$ cat config.mk
export PLATFORM = sky130hd
export DESIGN_NAME = psbp_cfg_regs
export DESIGN_NICKNAME = d
export VERILOG_FILES = /design/src/design/psbp_pkg.sv /design/src/design/psbp_cfg_regs.sv
export SDC_FILE = /design/constraint.sdc
export NUM_CORES = 1
export LEC_CHECK = 0
export ABC_AREA = 1
export BUFFER_PORTS_ARGS = -buffer_cell sky130_fd_sc_hd__buf_2
export CAP_MARGIN = 0
export CORE_ASPECT_RATIO = 1.25
export CORE_MARGIN = 2
export CORE_UTILIZATION = 53
export CTS_CLUSTER_DIAMETER = 120
export DETAILED_ROUTE_END_ITERATION = 6
export PLACE_DENSITY_LB_ADDON = 0.05
export SYNTH_ARGS = -nofsm -noshare
export SYNTH_HDL_FRONTEND = slang
export SYNTH_SLANG_ARGS = --single-unit
$ cat constraint.sdc
create_clock -name clk -period 1.9 [get_ports clk]
set_input_delay 0.475 -clock clk [delete_from_list [all_inputs] [get_ports clk]]
set_output_delay 0.475 -clock clk [all_outputs]
set_load 0.05 [all_outputs]
$ cat src/design/psbp_pkg.sv
package psbp_pkg;

  // Field widths
  localparam int SPEED_W = 16;
  localparam int ERR_W   = SPEED_W + 1;
  localparam int DIFF_W  = ERR_W + 1;
  localparam int SUM_W   = 32;
  localparam int GAIN_W  = 16;
  localparam int DRIVE_W = 11;
  localparam int DUTY_W  = 10;
  localparam int ACC_W   = 50;

  // Output clamp limit
  localparam logic signed [DRIVE_W-1:0] DUTY_MAX = 11'sd1023;

  // Register reset values, unsigned Q8.8
  localparam logic [GAIN_W-1:0] GAIN_P_RESET = 16'd1408;
  localparam logic [GAIN_W-1:0] GAIN_I_RESET = 16'd307;
  localparam logic [GAIN_W-1:0] GAIN_D_RESET = 16'd13;

  // Configuration register indexes
  typedef enum logic [1:0] {
    REG_GAIN_P = 2'd0,
    REG_GAIN_I = 2'd1,
    REG_GAIN_D = 2'd2
  } cfg_reg_t;

  // Item mode flag
  localparam logic MODE_STEP    = 1'b0;
  localparam logic MODE_RESTART = 1'b1;

  typedef struct packed {
    logic [GAIN_W-1:0] gain_p;
    logic [GAIN_W-1:0] gain_i;
    logic [GAIN_W-1:0] gain_d;
  } gains_t;

  typedef struct packed {
    logic [DUTY_W-1:0]         reverse_duty;
    logic [DUTY_W-1:0]         forward_duty;
    logic signed [DRIVE_W-1:0] drive;
  } pid_result_t;

endpackage

$ cat src/design/psbp_cfg_regs.sv
module psbp_cfg_regs (
  input  logic                         clk,
  input  logic                         rst,
  input  logic                         cfg_valid,
  output logic                         cfg_ready,
  input  logic [1:0]                   cfg_index,
  input  logic [psbp_pkg::GAIN_W-1:0]  cfg_data,
  output psbp_pkg::gains_t             gains
);

  psbp_pkg::gains_t gains_next;

  // Writes are taken every cycle
  assign cfg_ready = 1'b1;

  // Index decode; unknown indexes leave the gains alone
  always_comb begin
    gains_next = gains;
    if (cfg_valid) begin
      unique case (cfg_index)
        psbp_pkg::REG_GAIN_P: gains_next.gain_p = cfg_data;
        psbp_pkg::REG_GAIN_I: gains_next.gain_i = cfg_data;
        psbp_pkg::REG_GAIN_D: gains_next.gain_d = cfg_data;
        default:              gains_next = gains;
      endcase
    end
  end

  always_ff @(posedge clk) begin
    if (rst) begin
      gains.gain_p <= psbp_pkg::GAIN_P_RESET;
      gains.gain_i <= psbp_pkg::GAIN_I_RESET;
      gains.gain_d <= psbp_pkg::GAIN_D_RESET;
    end else begin
      gains <= gains_next;
    end
  end

endmodule

==> results of run 1 <==
[cells in the mapped netlist]
master	n	area, sq um
sky130_fd_sc_hd__a21oi_1	13	65.06
sky130_fd_sc_hd__buf_2	6	30.03
sky130_fd_sc_hd__buf_4	7	52.55
sky130_fd_sc_hd__buf_6	3	33.78
sky130_fd_sc_hd__clkbuf_1	3	11.26
sky130_fd_sc_hd__conb_1	1	3.750
sky130_fd_sc_hd__dfxtp_1	48	960.9
sky130_fd_sc_hd__inv_1	38	142.6
sky130_fd_sc_hd__inv_2	2	7.510
sky130_fd_sc_hd__nand2_1	77	289.0
sky130_fd_sc_hd__nand3_1	27	135.1
sky130_fd_sc_hd__nand3_2	1	10.01
sky130_fd_sc_hd__nand3_4	1	17.52
sky130_fd_sc_hd__nand4_1	5	31.28
sky130_fd_sc_hd__nor2_1	62	232.7
sky130_fd_sc_hd__nor2_2	1	6.260
[per-layer routing]
metal,vias to the layer above,part of all wire [%],GRT usage (%)
met4,0,1.3,6.818
met3,6,4.6,4.787
met5,-,0,0
li1,1001,-,-
met1,834,48,26.92
met2,40,46,33.46
[stage by stage]
| stage | setup WS [ns] | cell area, sq um | cells |
|---|---|---|---|
| CTS | 0.4922 | 2440 | 396 |
| finish | 0.5077 | 2440 | 396 |
| global placement | 0.4374 | 2347 | 388 |
| floorplan | 0.6625 | 2029 | 295 |
| detailed placement | 0.4176 | 2347 | 388 |
| global route | 0.4728 | 2440 | 396 |
[power breakdown]
part / switching (mW) / leakage (nW) / internal [mW]
Combinational: 0.337 / 0.952 / 0.110
Clock: 0.316 / 0.0510 / 0.290
Sequential: 0.0251 / 0.393 / 1.06
Total: 0.678 / 1.40 / 1.46
[logic make-up after synthesis]
kind of cell / after synthesis / synth area share (%)
flops: 48 / 47.35
compound gates: 13 / 3.206
buf+inv: 59 / 13.69
other cells: 1 / 0.1848
simple gates: 174 / 35.57
[cell type report]
| cell class | count | area [sq um] |
|---|---|---|
| fill | 366 | 1282 |
| sequential | 48 | 960.9 |
| multi-input combinational | 188 | 790.8 |
| timing repair buffer | 72 | 395.4 |
| inverter | 40 | 150.1 |
| clock buffer | 6 | 82.58 |
| tap | 40 | 50.05 |
| clock inverter | 2 | 10.01 |
[worst max-delay path by stage]
stage,start,end,slack [ns],depth (start not counted)
3_3_place_gp,cfg_valid,gains[7],0.44,5
2_1_floorplan,cfg_index[0],gains[39],0.66,6
6_report,gains[21],gains[21],0.51,1
3_5_place_dp,cfg_valid,gains[5],0.42,6
5_1_grt,gains[21],gains[21],0.47,1
4_1_cts,gains[21],gains[21],0.49,1
==> flow_summary.json, run 1 <==
{
  "clock-root-buffer": "sky130_fd_sc_hd__clkbuf_8",
  "timing_worst_setup_path_type": "reg2out",
  "fp.dieArea_sq_mm": 0.004343,
  "totalWireLength_um": 4340,
  "cts_hold_buffers": 0,
  "via_per_inst": 4.750,
  "clk_transition_reported_paths_ns": 0.08,
  "via_count": 1881,
  "floorplan.initialDensity_pct": 54.52,
  "cp_max_fo": 2,
  "rr_startpoint": "gains[18]",
  "status": "complete, no violations",
  "largest_reg_flops": 48,
  "postSynthCellCount": 295,
  "total_of_max_cap_violations": 0,
  "cts_made_buffers": 5,
  "crit_path_end_kind": "primary output",
  "top_regs": "gains (48)",
  "chipWidth_um": 59.35,
  "finalHoldViolations": 0,
  "total_of_buffers_placed_on_input_and_output_ports": 68,
  "r2r-end": "gains[18]",
  "max_freq_mhz": 718.2,
  "peakVddDrop_v": 0.0005591,
  "cts_max_path_buffers": 2,
  "post-route-period-util_pct": 73.28,
  "hpwl_um": 3060,
  "yosys_warnings": 0,
  "die_h_um": 73.19,
  "routedWlPerCell_um": 10.96,
  "final_common_cell": "sky130_fd_sc_hd__nand2_1",
  "finalSetupTns_ns": 0,
  "layout_common_cells": "sky130_fd_sc_hd__nand2_1 (77), sky130_fd_sc_hd__buf_2 (68), sky130_fd_sc_hd__nor2_1 (62)",
  "pin_count_of_the_biggest_net_entering_global_routing": 49,
  "cp.arrival_ns": 0.92,
  "timing.critical_path.max_delay_family": "flip-flops",
  "ctsResizeCount": 0,
  "synth.cell_area_sq_mm": 0.002029,
  "report.final.setup_viol": 0,
  "drt_first_iter_violations": 116,
  "fp-row-count": 25,
  "cts_post_setup_buffers_inserted": 0,
  "final_util_pct": 65.55,
  "top_register": "gains",
  "synth.ff_latch_count": 48,
  "critical_path.cell_chain": "buf_2",
  "drtPass1Iterations": 4,
  "ff2ff_setup_slack_ns": 1.26,
  "wire_length_of_the_first_global_routing_pass_um": 6913,
  "ioPinCount": 70,
  "tritoncts_clock_tree": "built",
  "rr_worst_depth": 4,
  "finish.net_count": 376,
  "drv_slew": 0,
  "synth_area_per_cell_sq_um": 6.879,
  "final_period_minus_worst_setup_slack_ns": 1.392,
  "cts.sink_count": 48,
  "timing.critical_path.slowest_cell_delay_ns": 0.35,
  "synth_cell_types": 16,
  "finalClockSkew_ns": 0,
  "synth.net_count": 316,
  "min_to": "gains[0]",
  "antenna_violations_before_repair": 0,
  "start_kind": "flop",
  "clk_latency_ns": 0.29,
  "grt.total_usage_pct": 20.69,
  "grt_pass1_vias": 1605,
  "drive_above_1_share_pct": 23.88,
  "p_per_area_mw_per_mm2": 876.1,
  "report.power.total_mw": 2.137,
  "drt_drc_violations_left": 0,
  "hold_depth": 3,
  "antenna-diode-count": 0,
  "rsz_0062_raised_after_global_routing": "false",
  "hold_ws_ns": 0.4232,
  "synthToLayoutAreaGrowth_pct": 20.22,
  "globalRouteOverflowTotal": 0,
  "globalplace.congestion": 0.8380,
  "ys_seq_area_share_pct": 47.35,
  "core_region_area_sq_mm": 0.003722,
  "path_buf_inv": 1,
  "cts.htree.levels": 2,
  "power_leakage_nw": 1.397,
  "hold_path.class": "in2reg",
  "critPathSlowestCell": "sky130_fd_sc_hd__dfxtp_1",
  "worstHoldStart": "cfg_data[0]",
  "worstPathRequired_ns": 1.42,
  "ant_nets": 0
}
Power figures use the tool's default switching activity.
==> run 2: changes to the inputs <==
- ABC_AREA: 1 -> 0
- CORE_UTILIZATION: 53 -> 44
- clock period: 1.9 -> 1.2 ns (I/O delays scaled with it)
==> run 2 against run 1 <==
- sequential power is 56% higher
- setup slack got worse by 0.47 ns
- hold slack worse by 0.16 ns
- global-route usage decreased by 4.2 points
- via count down 22%
- largest cell class unchanged
- clock power up 110%
==> flow_summary.json, run 2 <==
{
  "status": "complete, no violations",
  "largest_reg_flops": 48,
  "cp_max_fo": 2,
  "use_met1_pct": 21.61,
  "hold_ws_ns": 0.2670,
  "final_common_cell": "sky130_fd_sc_hd__nand2b_1",
  "tritoncts_clock_tree": "built",
  "antenna-diode-count": 0,
  "top_regs": "gains (48)",
  "synth_top_cell_area_share_pct": 48.58,
  "total_of_max_cap_violations": 0,
  "grtUsageMet3_pct": 5.949,
  "finalClockSkew_ns": 0,
  "totalWireLength_um": 3985,
  "crit_path_end_kind": "primary output",
  "final_period_minus_worst_setup_slack_ns": 1.167,
  "grt.total_usage_pct": 16.49,
  "synth.cell_area_sq_mm": 0.001978,
  "path_buf_inv": 1,
  "clock-root-buffer": "sky130_fd_sc_hd__clkbuf_8",
  "cts_max_path_buffers": 2,
  "asyncSetResetFlopFracSynth_pct": 0,
  "via_count": 1475,
  "finalSetupTns_ns": 0,
  "fp-row-count": 27,
  "timing_worst_setup_path_type": "reg2out",
  "floorplan.initialDensity_pct": 45.39,
  "ys.flop_type": "sky130_fd_sc_hd__dfxtp_1",
  "drt_drc_violations_left": 0,
  "top_register": "gains",
  "timing.critical_path.slowest_cell_delay_ns": 0.34,
  "yosys_warnings": 0,
  "post-route-period-util_pct": 97.22,
  "synth_area_per_cell_sq_um": 10.41,
  "synth_cell_types": 12,
  "synthMostInstantiatedCell": "sky130_fd_sc_hd__nand2b_1",
  "clk_transition_reported_paths_ns": 0.09,
  "wire_length_of_the_first_global_routing_pass_um": 6534,
  "grt_use_met2_pct": 25.21,
  "postSynthCellCount": 190,
  "start_kind": "flop",
  "critical_path.cell_chain": "clkbuf_4",
  "cts_made_buffers": 5,
  "clk_latency_ns": 0.29,
  "cts.sink_count": 48,
  "hpwl_um": 2766,
  "critPathSlowestCell": "sky130_fd_sc_hd__dfxtp_1",
  "netlist_top_cells_area": "sky130_fd_sc_hd__dfxtp_1 (49%), sky130_fd_sc_hd__mux2i_1 (24%), sky130_fd_sc_hd__nand2b_1 (17%)",
  "routedWlPerCell_um": 12.41,
  "drv_slew": 0,
  "power_leakage_nw": 1.275,
  "dpl.cell_count": 313,
  "cp.arrival_ns": 0.87,
  "core_region_area_sq_mm": 0.004358,
  "grt_pass1_vias": 1391,
  "finish.net_count": 283,
  "antenna_violations_before_repair": 0,
  "hold_path.class": "in2reg",
  "drt_first_iter_violations": 42,
  "p_per_area_mw_per_mm2": 1289,
  "pin_count_of_the_biggest_net_entering_global_routing": 43,
  "drive_above_1_share_pct": 33.46,
  "fp.dieArea_sq_mm": 0.005051,
  "cts_hold_buffers": 0,
  "synth_edf_count": 0,
  "synth.ff_latch_count": 48,
  "finalNonFillerCells": 321,
  "synth.net_count": 211,
  "ff2ff_setup_slack_ns": 0.57,
  "synth_commonest_cells": "sky130_fd_sc_hd__nand2b_1 (53), sky130_fd_sc_hd__dfxtp_1 (48), sky130_fd_sc_hd__mux2i_1 (48), sky130_fd_sc_hd__nor2_1 (20), sky130_fd_sc_hd__clkbuf_1 (6)",
  "filler_cell_count": 389,
  "max_freq_mhz": 857.2,
  "worstPathRequired_ns": 0.90,
  "layout.area.seq_sq_um": 960.9,
  "ys_seq_area_share_pct": 48.58,
  "final_critical_path_setup_slack_ns": 0.03337,
  "globalplace.congestion": 0.6919,
  "chipWidth_um": 63.97,
  "peakVddDrop_v": 0.0006332,
  "total_of_buffers_placed_on_input_and_output_ports": 68,
  "globalRouteOverflowTotal": 0,
  "via_per_inst": 4.595,
  "cts.htree.levels": 2,
  "drtPass1Iterations": 2,
  "area_of_the_multi_input_gates_sq_um": 944.7,
  "dp_worst_setup_slack_ns": -0.05407,
  "report.final.setup_viol": 0,
  "synth_top_cell_by_area": "sky130_fd_sc_hd__dfxtp_1",
  "layout_common_cells": "sky130_fd_sc_hd__nand2b_1 (53), sky130_fd_sc_hd__mux2i_1 (48), sky130_fd_sc_hd__dfxtp_1 (48)",
  "timing.critical_path.max_delay_family": "flip-flops",
  "finalHoldViolations": 0,
  "ant_nets": 0,
  "die_h_um": 78.97,
  "final_util_pct": 62.50,
  "synthToLayoutAreaGrowth_pct": 37.70,
  "ioPinCount": 70,
  "grt_most_used_layer": "met2"
}
-- run 2: per-layer routing --
metal	up-vias	wire, um
met4	0	51
met5	-	0
met2	43	1815
li1	759	-
met3	5	284
met1	668	1832
-- run 2: per-stage QoR --
step	instance area [sq um]	total power, mW
6_report	2724	3.511
5_1_grt	2724	3.657
4_1_cts	2668	3.539
3_5_place_dp	2451	2.251
3_3_place_gp	2451	2.251
2_1_floorplan	1978	2.094
-- run 2: area by class of cell --
type | instances | share of cell area [%]
clock inverters | 1 | 1.102
repair buffers | 79 | 22.74
flip-flops and latches | 48 | 35.28
clock buffers | 7 | 3.537
multi-input cells | 128 | 34.68
well taps | 58 | 2.664
-- run 2: worst paths after layout --
| path | start | endpoint | depth (start not counted) |
|---|---|---|---|
| max | gains[35] | gains[35] | 1 |
| min | cfg_data[0] | gains[32] | 3 |
| max reg2reg | gains[43] | gains[43] | 2 |
| min reg2reg | gains[32] | gains[32] | 2 |
-- run 2: cell families (layout without fill, tap and decap cells) --
kind of cell  count (synthesis)  in the layout  share of synthesized area [%]
simple gates                 79             79                          23.28
mux                          48             48                          24.29
flops                        48             48                          48.58
buf+inv                      14             87                          3.669
other cells                   1              1                         0.1896
-- run 2: power by group --
part | internal [mW] | total [mW] | switching (mW)
clock network | 0.735 | 1.26 | 0.525
registers | 1.65 | 1.68 | 0.0314
logic | 0.222 | 0.572 | 0.349
total | 2.61 | 3.51 | 0.905
-- run 2: what timing repair did --
action | CTS | global route
resized for setup | 36 | 26
endpoints found under the setup margin | 36 | 18
setup buffers | 0 | 0
gates cloned | 0 | 0
==> run 3: changes to the inputs <==
- SETUP_SLACK_MARGIN: not set -> 0.05
==> run 3 against run 2 <==
- total power up 1.5%
- first-iteration DRC count down 31%
- clock power about the same
- die area unchanged
- cell count unchanged
- largest cell class unchanged
- clock skew unchanged
- sequential share of layout area down 0.80 points
==> flow_summary.json, run 3 (same netlist as run 2, synthesis figures left out) <==
{
  "clk_latency_ns": 0.29,
  "rsz_0062_raised_after_global_routing": "true",
  "p_sw_uw": 917.4,
  "synthToLayoutAreaGrowth_pct": 47.88,
  "chipWidth_um": 63.97,
  "ff2ff_setup_slack_ns": 0.57,
  "final_common_cell": "sky130_fd_sc_hd__nand2b_1",
  "worstPathRequired_ns": 0.90,
  "drt_drc_violations_left": 0,
  "finalHoldViolations": 0,
  "clk_transition_reported_paths_ns": 0.09,
  "post-route-period-util_pct": 94.05,
  "grt_pass1_vias": 1430,
  "totalWireLength_um": 4150,
  "min_to": "gains[32]",
  "core_region_area_sq_mm": 0.004358,
  "total_of_buffers_placed_on_input_and_output_ports": 68,
  "wire_length_of_the_first_global_routing_pass_um": 6665,
  "drtPass1Iterations": 3,
  "hold_depth": 3,
  "wl_met1_um": 1840,
  "detailed_place.area_sq_mm": 0.002451,
  "pin_count_of_the_biggest_net_entering_global_routing": 43,
  "ant_nets": 0,
  "clock-root-buffer": "sky130_fd_sc_hd__clkbuf_8",
  "via_count": 1507,
  "power.combinational.fraction_pct": 17.0,
  "cts_hold_buffers": 0,
  "timing_worst_setup_path_type": "reg2out",
  "timing.critical_path.slowest_cell_delay_ns": 0.36,
  "cp_max_fo": 2,
  "fp-row-count": 27,
  "routedWlPerCell_um": 12.93,
  "drv_slew": 0,
  "antenna_violations_before_repair": 0,
  "finish.net_count": 283,
  "cp.arrival_ns": 0.83,
  "portion_of_total_power_attributed_to_sequential_cells_pct": 47.6,
  "globalRouteOverflowTotal": 0,
  "floorplan.initialDensity_pct": 45.39,
  "p_per_area_mw_per_mm2": 1218,
  "cts_max_path_buffers": 2,
  "switching_fraction_pct": 25.75,
  "clock_power_share_pct": 35.4,
  "top_regs": "gains (48)",
  "drive_above_1_share_pct": 47.91,
  "antenna-diode-count": 0,
  "crit_path_end_kind": "primary output",
  "die_h_um": 78.97,
  "status": "complete, no violations",
  "final_period_minus_worst_setup_slack_ns": 1.129,
  "stdcell_area_sq_mm": 0.002925,
  "highest_routed_metal_layer": "met4",
  "via_per_inst": 4.695,
  "report.power.total_mw": 3.563,
  "fp.dieArea_sq_mm": 0.005051,
  "start_kind": "flop",
  "max_freq_mhz": 886.1,
  "cts_post_setup_buffers_inserted": 0,
  "rr_startpoint": "gains[43]",
  "critical_path.cell_chain": "buf_6",
  "worstHoldStart": "cfg_data[0]",
  "largest_reg_flops": 48,
  "path_buf_inv": 1,
  "rr_worst_depth": 2,
  "intPower_mw": 2.645,
  "layout_common_cells": "sky130_fd_sc_hd__nand2b_1 (53), sky130_fd_sc_hd__mux2i_1 (48), sky130_fd_sc_hd__buf_6 (48)",
  "critPathSlowestCell": "sky130_fd_sc_hd__dfxtp_1",
  "total_of_max_cap_violations": 0,
  "globalplace.congestion": 0.6919,
  "wl_met2_um": 1992,
  "report.final.setup_viol": 0,
  "top_register": "gains",
  "cts.sink_count": 48,
  "power_leakage_nw": 1.325,
  "hpwl_um": 2766,
  "finalClockSkew_ns": 0,
  "peakVddDrop_v": 0.0007186,
  "drt_first_iter_violations": 29,
  "wl_met3_um": 265,
  "final_util_pct": 67.13,
  "hold_path.class": "in2reg",
  "grt.total_usage_pct": 16.79,
  "tritoncts_clock_tree": "built",
  "filler_cell_count": 353,
  "cts.htree.levels": 2,
  "cts_made_buffers": 5,
  "r2r-end": "gains[43]",
  "ioPinCount": 70,
  "timing.critical_path.max_delay_family": "flip-flops"
}
run 3: layer usage:
layer | up-vias | global-route usage [%]
met5 | - | 0
met4 | 0 | 5.217
met3 | 5 | 5.949
met2 | 43 | 26.04
met1 | 703 | 21.79
li1 | 756 | -
run 3: per-stage QoR:
step	worst slack, ns	TNS (ns)	cells	hold WS, ns
2_1_floorplan	0.1573	0	190	0.4553
3_3_place_gp	-0.03854	-0.1885	313	0.4582
3_5_place_dp	-0.05407	-0.2854	313	0.4604
4_1_cts	0.03101	0	321	0.2652
5_1_grt	0.01902	0	321	0.2672
6_report	0.07146	0	321	0.2608
run 3: worst max path at each step:
stage / start / to / slack [ns] / depth (start not counted)
finish: gains[21] / gains[21] / 0.07 / 1
global route: gains[21] / gains[21] / 0.02 / 1
CTS: gains[42] / gains[42] / 0.03 / 1
detailed placement: cfg_index[0] / gains[43] / -0.05 / 3
global placement: cfg_index[0] / gains[46] / -0.04 / 3
floorplan: cfg_index[0] / gains[41] / 0.16 / 3
run 3: what timing repair did:
action / 4_1_cts / 5_1_grt
endpoints found under the hold margin: 0 / 0
pin swaps: 0 / 0
gates resized for setup: 69 / 65
endpoints found under the setup margin: 48 / 46
run 3: final cells by class:
class                      instances  area, sq um  share of cell area, %
timing repair buffer              79        773.2                  26.43
tap                               58        72.57                  2.481
sequential                        48         1008                  34.47
clock buffer                       7        96.34                  3.293
multi-input combinational        128        944.7                  32.29
clock inverter                     1        30.03                  1.027
run 3: power groups by stage:
stage	Sequential, mW	Clock (mW)	Combinational, mW
after floorplan	1.91	0	0.185
after global placement	1.71	0	0.538
after detailed placement	1.71	0	0.538
after CTS	1.68	1.30	0.587
after global routing	1.71	1.36	0.640
final	1.70	1.26	0.604
